==> config.mk <==
export PLATFORM = sky130hd
export DESIGN_NAME = calendar_date_adder_unit
export DESIGN_NICKNAME = d
export VERILOG_FILES = /design/src/hdl/cda_pkg.sv /design/src/hdl/cda_sub_unit.sv /design/src/hdl/calendar_date_adder_unit.sv
export SDC_FILE = /design/constraint.sdc
export NUM_CORES = 1
export LEC_CHECK = 0
export BUFFER_PORTS_ARGS = -buffer_cell sky130_fd_sc_hd__buf_2
export CORE_MARGIN = 10
export CORE_UTILIZATION = 70
export CTS_BUF_LIST = sky130_fd_sc_hd__clkbuf_8
export CTS_CLUSTER_SIZE = 28
export DETAILED_ROUTE_END_ITERATION = 7
export HOLD_SLACK_MARGIN = 0.08
export MAX_ROUTING_LAYER = met4
export PLACE_DENSITY = 0.95
export SLEW_MARGIN = 20
export SYNTH_ARGS = -nofsm -noshare
export SYNTH_HDL_FRONTEND = slang
export SYNTH_SLANG_ARGS = --single-unit
export TNS_END_PERCENT = 20
==> constraint.sdc <==
create_clock -name clk -period 17.6 [get_ports clk]
set_clock_uncertainty 0.15 [all_clocks]
set_input_delay 2.64 -clock clk [delete_from_list [all_inputs] [get_ports clk]]
set_output_delay 2.64 -clock clk [all_outputs]
set_load 0.01 [all_outputs]
==> src/hdl/cda_pkg.sv <==
// Shared types, constants and the month-length function of the calendar date adder.
package cda_pkg;

  localparam int AMOUNT_BITS_DEF = 12;
  localparam int YEAR_BITS_DEF   = 16;

  localparam int MONTHS_PER_YEAR = 12;
  localparam int YEAR_CYCLE      = 400;
  localparam int CENTURY         = 100;

  localparam int DAYS_LONG  = 31;
  localparam int DAYS_SHORT = 30;
  localparam int DAYS_FEB   = 28;

  typedef enum logic [1:0] {
    CMD_ADD_DAYS   = 2'd0,
    CMD_ADD_MONTHS = 2'd1,
    CMD_ADD_YEARS  = 2'd2,
    CMD_LOAD       = 2'd3
  } cmd_t;

  // Length of month m in days; leap selects the long February.
  function automatic logic [4:0] month_len(input logic [3:0] m, input logic leap);
    logic [4:0] len;
    case (m) inside
      4'd4, 4'd6, 4'd9, 4'd11: len = 5'(DAYS_SHORT);
      4'd2:                    len = leap ? 5'(DAYS_FEB + 1) : 5'(DAYS_FEB);
      default:                 len = 5'(DAYS_LONG);
    endcase
    return len;
  endfunction

endpackage

==> src/hdl/cda_sub_unit.sv <==
// Shared subtract-and-compare unit used by the month walk and the remainder steps of the date adder.
module cda_sub_unit #(
  parameter int W = 16
) (
  input  logic [W-1:0] a,
  input  logic [W-1:0] b,
  output logic         ge,
  output logic [W-1:0] diff
);

  logic [W:0] full;

  // One subtraction gives both the difference and, from its borrow, the compare.
  assign full = {1'b0, a} - {1'b0, b};
  assign ge   = ~full[W];
  assign diff = full[W-1:0];

endmodule

==> src/hdl/calendar_date_adder_unit.sv <==
// Top level of the Gregorian calendar date adder: sequencer, date registers and handshakes.
// Adding days walks the month boundaries one at a time; adding months divides by twelve, adds
// the years and redoes the year modulo 400; adding years skips the divide, loading the add too.
// The month walk and the remainders share one subtractor; the divides by twelve and by 400 use
// reciprocal multiplication on one shared multiplier. One item is in flight at a time.
// Synchronous active-high reset sets the date to day 1, month 1, year 0; no clearing pass.
module calendar_date_adder_unit import cda_pkg::*; #(
  parameter int AMOUNT_BITS = AMOUNT_BITS_DEF,
  parameter int YEAR_BITS   = YEAR_BITS_DEF
) (
  input  logic                   clk,
  input  logic                   rst,
  input  logic                   in_valid,
  output logic                   in_ready,
  input  logic [1:0]             cmd,
  input  logic [AMOUNT_BITS-1:0] amount,
  input  logic [4:0]             load_day,
  input  logic [3:0]             load_month,
  input  logic [YEAR_BITS-1:0]   load_year,
  output logic                   out_valid,
  input  logic                   out_ready,
  output logic [4:0]             cur_day,
  output logic [3:0]             cur_month,
  output logic [YEAR_BITS-1:0]   cur_year,
  output logic                   status
);

  // Width of the month total (month - 1 + amount) that goes through the divide by twelve.
  localparam int NB  = AMOUNT_BITS + 1;
  // Width of the shared subtractor: it must hold the running day count, the month total
  // and the year, since the remainders are taken as the value minus quotient times divisor.
  localparam int DW0 = (AMOUNT_BITS + 2 > YEAR_BITS) ? AMOUNT_BITS + 2 : YEAR_BITS;
  localparam int DW  = (DW0 > 9) ? DW0 : 9;
  // Width of the year sum, wide enough that any overflow shows above the year bits.
  localparam int SW  = ((YEAR_BITS > NB) ? YEAR_BITS : NB) + 1;
  localparam logic [YEAR_BITS-1:0] YEAR_MAX = '1;

  // Division by twelve is a shift by two and a division by three; division by 400 is a
  // shift by four and a division by 25. Each odd divisor uses a rounded-up reciprocal
  // scaled so that the truncated product is exact for every shifted input.
  localparam int     MA       = ((NB - 2) > (YEAR_BITS - 4)) ? NB - 2 : YEAR_BITS - 4;
  localparam int     MB0      = ((NB - 1) > (YEAR_BITS - 3)) ? NB - 1 : YEAR_BITS - 3;
  localparam int     MB       = (MB0 > 9) ? MB0 : 9;
  localparam int     S12      = NB;
  localparam int     S400     = YEAR_BITS + 1;
  localparam longint D12      = longint'(MONTHS_PER_YEAR / 4);
  localparam longint D400     = longint'(YEAR_CYCLE / 16);
  localparam longint M12_FULL = ((longint'(1) << S12) + D12 - 1) / D12;
  localparam longint M400_FULL = ((longint'(1) << S400) + D400 - 1) / D400;
  localparam logic [MB-1:0] M12  = MB'(M12_FULL);
  localparam logic [MB-1:0] M400 = MB'(M400_FULL);

  typedef enum logic [9:0] {
    S_IDLE  = 10'b0000000001,
    S_DAYS  = 10'b0000000010,
    S_DIV_Q = 10'b0000000100,
    S_DIV_P = 10'b0000001000,
    S_DIV_R = 10'b0000010000,
    S_YADD  = 10'b0000100000,
    S_MOD_Q = 10'b0001000000,
    S_MOD_P = 10'b0010000000,
    S_MOD_R = 10'b0100000000,
    S_OUT   = 10'b1000000000
  } state_t;

  state_t               state;
  logic [4:0]           day_reg;
  logic [3:0]           month_reg;
  logic [YEAR_BITS-1:0] year_reg;
  logic [8:0]           rem400;     // year_reg modulo 400, kept in step with year_reg
  logic                 sat;
  logic [DW-1:0]        dsum;       // running day count during the month walk
  logic [NB-1:0]        num;        // month total for the divide; also the years to add
  logic [MA-1:0]        quo;        // quotient of the current divide
  logic [DW-1:0]        prodr;      // quotient times divisor, low bits

  logic                 leap;
  logic [4:0]           mlen;
  logic [DW-1:0]        alu_a;
  logic [DW-1:0]        alu_b;
  logic                 alu_ge;
  logic [DW-1:0]        alu_diff;
  logic [MA-1:0]        mul_a;
  logic [MB-1:0]        mul_b;
  logic [MA+MB-1:0]     mul_p;
  logic                 day_over;
  logic [SW-1:0]        ysum;

  // A year is a leap year when it is a multiple of 400, or a multiple of four that is
  // not a whole century. Since 400 is a multiple of four, the low two year bits decide
  // divisibility by four and the mod-400 remainder decides the century cases.
  assign leap = (rem400 == 9'd0) ||
                ((year_reg[1:0] == 2'b00) && (rem400 != 9'(CENTURY)) &&
                 (rem400 != 9'(2 * CENTURY)) && (rem400 != 9'(3 * CENTURY)));
  assign mlen = month_len(month_reg, leap);

  // Operand selection for the shared subtractor and the shared multiplier. A divide takes
  // three steps: the quotient from the reciprocal, the quotient times the divisor, and the
  // remainder as the dividend minus that product.
  always_comb begin
    alu_a = dsum;
    alu_b = {{(DW-5){1'b0}}, mlen};
    mul_a = quo;
    mul_b = MB'(YEAR_CYCLE);
    case (state)
      S_DIV_Q: begin
        mul_a = MA'(num[NB-1:2]);
        mul_b = M12;
      end
      S_DIV_P: begin
        mul_a = quo;
        mul_b = MB'(MONTHS_PER_YEAR);
      end
      S_DIV_R: begin
        alu_a = DW'(num);
        alu_b = prodr;
      end
      S_MOD_Q: begin
        mul_a = MA'(year_reg[YEAR_BITS-1:4]);
        mul_b = M400;
      end
      S_MOD_P: begin
        mul_a = quo;
        mul_b = MB'(YEAR_CYCLE);
      end
      S_MOD_R: begin
        alu_a = DW'(year_reg);
        alu_b = prodr;
      end
      default: begin
        alu_a = dsum;
        alu_b = {{(DW-5){1'b0}}, mlen};
      end
    endcase
  end

  assign mul_p = mul_a * mul_b;

  cda_sub_unit #(.W(DW)) u_sub (
    .a    (alu_a),
    .b    (alu_b),
    .ge   (alu_ge),
    .diff (alu_diff)
  );

  // The day count still runs past the current month when it exceeds the month length.
  assign day_over  = alu_ge && (alu_diff != '0);
  assign ysum      = {{(SW-YEAR_BITS){1'b0}}, year_reg} + {{(SW-NB){1'b0}}, num};

  always_ff @(posedge clk) begin
    if (rst) begin
      state     <= S_IDLE;
      day_reg   <= 5'd1;
      month_reg <= 4'd1;
      year_reg  <= '0;
      rem400    <= '0;
      sat       <= 1'b0;
    end else begin
      case (state)
        S_IDLE: begin
          if (in_valid) begin
            sat <= 1'b0;
            case (cmd)
              CMD_ADD_DAYS: begin
                dsum  <= {{(DW-5){1'b0}}, day_reg} + {{(DW-AMOUNT_BITS){1'b0}}, amount};
                state <= S_DAYS;
              end
              CMD_ADD_MONTHS: begin
                num   <= {{(NB-4){1'b0}}, month_reg - 4'd1} + {1'b0, amount};
                state <= S_DIV_Q;
              end
              CMD_ADD_YEARS: begin
                num   <= {1'b0, amount};
                state <= S_YADD;
              end
              CMD_LOAD: begin
                day_reg <= (load_day == 5'd0) ? 5'd1 : load_day;
                if (load_month == 4'd0) begin
                  month_reg <= 4'd1;
                end else if (load_month > 4'(MONTHS_PER_YEAR)) begin
                  month_reg <= 4'(MONTHS_PER_YEAR);
                end else begin
                  month_reg <= load_month;
                end
                year_reg <= load_year;
                state    <= S_MOD_Q;
              end
              default: begin
                state <= S_IDLE;
              end
            endcase
          end
        end

        // One month per cycle: take the month's length away and step the calendar.
        S_DAYS: begin
          if (day_over) begin
            dsum <= alu_diff;
            if (month_reg == 4'(MONTHS_PER_YEAR)) begin
              month_reg <= 4'd1;
              if (year_reg == YEAR_MAX) begin
                sat <= 1'b1;
              end else begin
                year_reg <= year_reg + YEAR_BITS'(1);
                rem400   <= (rem400 == 9'(YEAR_CYCLE - 1)) ? 9'd0 : rem400 + 9'd1;
              end
            end else begin
              month_reg <= month_reg + 4'd1;
            end
          end else begin
            day_reg <= dsum[4:0];
            state   <= S_OUT;
          end
        end

        // Divide the month total by twelve: quotient, product, then the remainder.
        S_DIV_Q: begin
          quo   <= MA'(mul_p >> S12);
          state <= S_DIV_P;
        end

        S_DIV_P: begin
          prodr <= mul_p[DW-1:0];
          state <= S_DIV_R;
        end

        S_DIV_R: begin
          month_reg <= alu_diff[3:0] + 4'd1;
          num       <= NB'(quo);
          state     <= S_YADD;
        end

        // Saturating year add; the overflow shows as any set bit above the year field.
        S_YADD: begin
          if (ysum[SW-1:YEAR_BITS] != '0) begin
            year_reg <= YEAR_MAX;
            sat      <= 1'b1;
          end else begin
            year_reg <= ysum[YEAR_BITS-1:0];
          end
          state <= S_MOD_Q;
        end

        // Recompute the year modulo 400 the same way as the divide by twelve.
        S_MOD_Q: begin
          quo   <= MA'(mul_p >> S400);
          state <= S_MOD_P;
        end

        S_MOD_P: begin
          prodr <= mul_p[DW-1:0];
          state <= S_MOD_R;
        end

        S_MOD_R: begin
          rem400 <= alu_diff[8:0];
          state  <= S_OUT;
        end

        S_OUT: begin
          if (out_ready) begin
            state <= S_IDLE;
          end
        end

        default: begin
          state <= S_IDLE;
        end
      endcase
    end
  end

  // The date registers do not move while a result waits, so they drive the result directly.
  assign in_ready  = (state == S_IDLE);
  assign out_valid = (state == S_OUT);
  assign cur_day   = day_reg;
  assign cur_month = month_reg;
  assign cur_year  = year_reg;
  assign status    = sat;

endmodule

Word-level counts from Yosys, hierarchy flattened

Index checks and enable logic that the tools add are counted.

Add/sub/neg operators: 9
$mul: 1
Div/mod/pow operators: 0
Magnitude comparators: 1
Equality and inequality tests: 35
Shift operators: 0
Mux-type cells: 50
Bitwise gates (word level): 2
Reduce and logical (&&, ||, !) cells: 30

Operators with widths:

| operator              | number |
|---|---|
| $mux 16               | 10 |
| $pmux 10 s10          | 1 |
| $pmux 16 s2           | 2 |
| $pmux 13 s2           | 2 |
| $pmux 12 s2           | 2 |
| $pmux 16 s3           | 1 |
| $pmux 10 s4           | 1 |
| $pmux 13 s3           | 1 |
| $mux 9                | 4 |
| $mux 10               | 3 |
| $mul 12x13->25        | 1 |
| $mux 5                | 5 |
| $mux 4                | 6 |
| $pmux 9 s2            | 1 |
| $add 16x13->17        | 1 |
| $sub 16x16->17        | 1 |
| $add 16x1->16 const B | 1 |
| $eq 16x16->1 const B  | 1 |
| $reduce_and 4->1      | 4 |
| $reduce_bool 16->1    | 1 |
| $ne 2x2->1 const B    | 7 |
| $add 4x12->13         | 1 |
| $add 5x12->13         | 1 |
| $mux 13               | 1 |
| 45 further kinds      | 69 |

Flip-flop bits (word level): 102
Latch bits: 0
Bits in writable memories: 0
Bits in read-only memories: 0
Bits of input ports: 43
Output and inout bits: 28
Memories: 0

Depth between registers and ports, before layout

Depth after elaboration: 14
Gate-level depth with buffers: 31

Cells and area by module

From an unflattened synthesis, not the netlist that was laid out.

Cell total of the unflattened synthesis: 1533
Area total of the unflattened synthesis: 12767.2 um^2

Modules (own cells, without submodules):

| module                   | times used | cells each | area each (um^2) | seq. area each (um^2) |
|---|---|---|---|---|
| calendar_date_adder_unit | 1          | 1386       | 11805.1          | 2612.5 |
| cda_sub_unit             | 1          | 147        | 962.2            | 0.0 |

Worst setup path before layout

OpenSTA, ideal clock, no wires.

Path kind: register -> register
Start point: register state[2]
End point: register quo[7] (data pin)
Arrival: 7.158 ns
Required time: 17.182 ns
Slack: 10.024 ns
Stages on the path, launching flop included: 29
Path buffers: 3
Clock period less this slack: 7.576 ns
Cell sequence: dfxtp_1 clkbuf_1 nor4_2 nand2_1 or3_1 nor3b_1 clkbuf_1 clkbuf_1 nand2_1 nand2_1 inv_1 nand2_1 nand2_1 fa_1 fa_1 inv_1 ha_1 fa_1 inv_1 fa_1 inv_1 ha_1 a21boi_0 o21ai_0 o31a_1 o21ai_0 a211oi_1 a221oi_1 o21ai_0

Longest elaborated chain between the ends: 4
Elaborated cells on any way between the ends: 7
Those cells by class: 1 x mul; 3 x eq/ne; 3 x mux

RTL lines:

| item                                              | RTL line                                                         | source |
|---|---|---|
| start, declared                                   | calendar_date_adder_unit.sv:66                                   | `state_t state;` |
| start signal, assigned                            | calendar_date_adder_unit.sv:152                                  | `state <= S_IDLE;` |
| start signal, assigned                            | calendar_date_adder_unit.sv:166                                  | `state <= S_DAYS;` |
| start signal, assigned                            | calendar_date_adder_unit.sv:170                                  | `state <= S_DIV_Q;` |
| $eq 10x7->1 (tied with other cells)               | calendar_date_adder_unit.sv:105, calendar_date_adder_unit.sv:159 |  |
| $pmux 13 s3 / $pmux 12 s2 (equally long branches) | calendar_date_adder_unit.sv:105                                  | `case (state)` |
| $mul 12x13->25                                    | calendar_date_adder_unit.sv:137                                  | `assign mul_p = mul_a * mul_b;` |
| $pmux 12 s2 *                                     | calendar_date_adder_unit.sv:159                                  | `case (state)` |
| end signal, assigned                              | calendar_date_adder_unit.sv:218                                  | `quo <= MA'(mul_p >> S12);` |
| end signal, assigned                              | calendar_date_adder_unit.sv:246                                  | `quo <= MA'(mul_p >> S400);` |
| end, declared                                     | calendar_date_adder_unit.sv:74                                   | `logic [MA-1:0] quo;` |

Every way passes the cells marked *; elsewhere a longest branch is shown, timed or not.
A chain may end at the register's enable or synchronous reset.

Worst setup path in the final report

Start point: register state[2]
End point: register quo[6] (data pin)

Same word-level chain as after synthesis.

==> results.md <==
- Ys async rst share: 0%
- DRT Pass-1 Iters: 6
- Initial antenna violation count: 0
- Synth area leaders: fa_1 (17%), edfxtp_1 (13%), ha_1 (11%), dfxtp_1 (7.0%), nand2_1 (5.9%)
- Clk buf depth: 2
- WL/cell: 21.02 µm
- GR Overflow Total: 0
- Synth top area share: between 10% and 20%
- Crit-path max FO: 16
- Hold Fails Final Rpt: 0
- Max-slew violations: 0
- IR drop worst, VDD: ~96 µV
- Core area: around 18000 µm²
- Period minus WS final: 8935 ps
- Pwr dens: between 70 and 80 nW/µm²
- Placed cell area: roughly 13000 µm²
- Most frequent cell after synthesis: nand2_1
- Design area: 13600 µm²
- Die Span Y: roughly 160 µm
- FF+latch count, synth: around 100
- Vias per cell: roughly 6.5
- Setup TNS after final layout: 0 ps
- Mapped Area: approximately 13000 µm²
- Worst EP required: around 18000 ps
- N_diodes: 0
- CTS tree: built
- Post-synth top cells: nand2_1 (203), inv_1 (202), nor2_1 (116)
- Placer Congestion: 1.018
- Layout overhead on the synthesized area: 5.208%
- Routed wire length: roughly 38000 µm
- Clk sinks: around 100
- Max Fclk: roughly 110 MHz
- Rows: just under 50
- Final ANT Viol Nets: 0
- Kind of critical path: reg2reg
- Initial Util: a little over 70%
- CTS Buf Count: 9
- Final HPWL DP: between 30000 and 40000 µm
- Total global routing track utilization: approximately a third
- Worst Path Arrival: between 8000 and 9000 ps
- Detailed-route via count: 11766
- Mapped Cells: around 1600
- Initial DRC Count: 1341
- Outcome: complete, no violations
- Pin count of the biggest net entering global routing: between 50 and 60
- Slew HR: between 30% and 40%
- Root buf cell: clkbuf_8
- Number of nets in the layout: 1851
- Unique masters post-synth: 90
- Die Wd: approximately 160 µm
- Critical Path Start Type: flop
- Post_cts resized: 0
- Post-synth EDFFs: 57
- # DRC: 0
- IO buf count: 70
- Hold crit path type: reg2reg
- Util after Layout: about three quarters
- Max Cap Viol: 0
- Tightest Pin Transition: approximately 1000 ps
- Setup Viol. Count Final: 0
- Synth area leader: fa_1
- Critical path endpoint category: flop
- Filler instances: between 1000 and 1500
- Static Leak: 6.534 nW
- RSZ-0062 raised after global routing: false
- Worst skew pair latency: between 400 and 500 ps
- Total die area: around 24000 µm²
- Vias in the first global route: between 10000 and 15000
- H-Tree Depth: 3
- Mean area per synthesized cell: approximately 8.3 µm²
- Layout cell share with drive strength beyond 1: around 9.1%
- Clk slew on worst S/H paths: between 100 and 150 ps
- Post-synthesis sequential area ratio: about a fifth
- Total Power: between 0.0009 and 0.001 W
- Postcts setup bufs: 0
- Hold Buf Count CTS: 0
- Final worst path period share: between 50 and 60%
- Ports: 71
- WHS: between 300 and 400 ps
- First-pass GRT wire length: approximately 61000 µm
- Synth Flop Type: edfxtp_1
- Ys Warns: 0
==> area by class of cell <==
type	count	area, µm²	area share [%]
multi-input cells	1183	9295	68.36
repair buffers	84	455.4	3.349
well taps	229	286.5	2.107
inverters	203	762.0	5.604
flip-flops and latches	102	2613	19.21
clock inverters	7	62.56	0.4601
clock buffers	9	123.9	0.9109
==> worst max-delay path, cell delays in order, from the launching register on <==
cell      delay [ps]
dfxtp_1          420
nor4_2           460
nand2_1          130
or3_1            420
or3b_1           660
nand2_1          460
nor2_1           180
buf_4            240
and2_1           200
or2_2            300
fa_1             500
fa_1             530
fa_1             520
fa_1             570
inv_1             60
fa_1             530
inv_1             50
ha_1             350
nand3_1          130
or3b_2           460
o21ai_0          360
nand2b_1         150
o21ai_0          290
a31oi_1          140
xor2_1           290
mux2i_1          130
==> flip-flops by register name, indices dropped and copies added (netlist names) <==
| signal | flops |
|---|---|
| prodr | 16 |
| cur_day | 5 |
| cur_month | 4 |
| quo | 12 |
| rem400 | 9 |
| num | 13 |
| state | 10 |
| cur_year | 16 |
| status | 1 |
| dsum | 16 |
==> layout by cell type (no fill, tap or decap), types with 13 or more instances in the layout <==
| cell type | n |
|---|---|
| ha_1 | 113 |
| nand3_1 | 42 |
| o31ai_1 | 16 |
| fa_1 | 112 |
| nand4_1 | 14 |
| dfxtp_1 | 45 |
| nor3_1 | 27 |
| o21ai_0 | 74 |
| nand2_1 | 203 |
| buf_4 | 14 |
| buf_2 | 70 |
| xor2_1 | 39 |
| a21oi_1 | 96 |
| a31oi_1 | 21 |
| inv_1 | 202 |
| a22oi_1 | 14 |
| xnor2_1 | 37 |
| nor2_1 | 116 |
| a21o_1 | 27 |
| nor2b_1 | 17 |
| and2_1 | 15 |
| edfxtp_1 | 57 |
| nand2b_1 | 13 |
| a211oi_1 | 19 |
==> metal layers <==
| metal | GRT usage (%) | up-vias | share of wire [%] |
|---|---|---|---|
| li1 | - | 5374 | - |
| met1 | 40.77 | 5531 | 38 |
| met2 | 52.09 | 743 | 47 |
| met3 | 6.893 | 118 | 12 |
| met4 | 10.03 | 0 | 3.3 |
| met5 | - | - | 0 |
==> power breakdown <==
part / internal, W / leakage (nW) / switching (W)
clock: 0.0000547 / 0.0981 / 0.0000994
sequential: 0.000285 / 0.884 / 0.0000360
combinational: 0.000199 / 5.55 / 0.000301
==> kinds of logic after synthesis <==
| logic type | after synthesis | share of synthesized area (%) |
|---|---|---|
| AO/OA/AOI/OAI | 348 | 17.90 |
| XOR/XNOR | 76 | 5.150 |
| adder cells (fa/ha/maj) | 225 | 28.29 |
| buffers and inverters | 269 | 8.074 |
| flip-flops | 102 | 20.21 |
| multiplexers | 9 | 0.7454 |
| other | 1 | 0.02901 |
| AND/OR/NAND/NOR | 523 | 19.60 |
==> path summary, 6_finish.rpt <==
check	from	slack, ps	cells after the start	to
worst min register to register	status	320	2	status
worst max-delay path	state[2]	8660	25	quo[6]
worst min-delay path	status	320	2	status
worst max register to register	state[2]	8660	25	quo[6]
==> per-stage QoR <==
step,cells,setup WS (ps)
floorplan,1554,10020
global placement,1801,8966
detailed placement,1801,8816
CTS,1817,8762
global route,1817,8148
finish,1817,8665
Note: power is estimated with default switching activity, not from simulation.
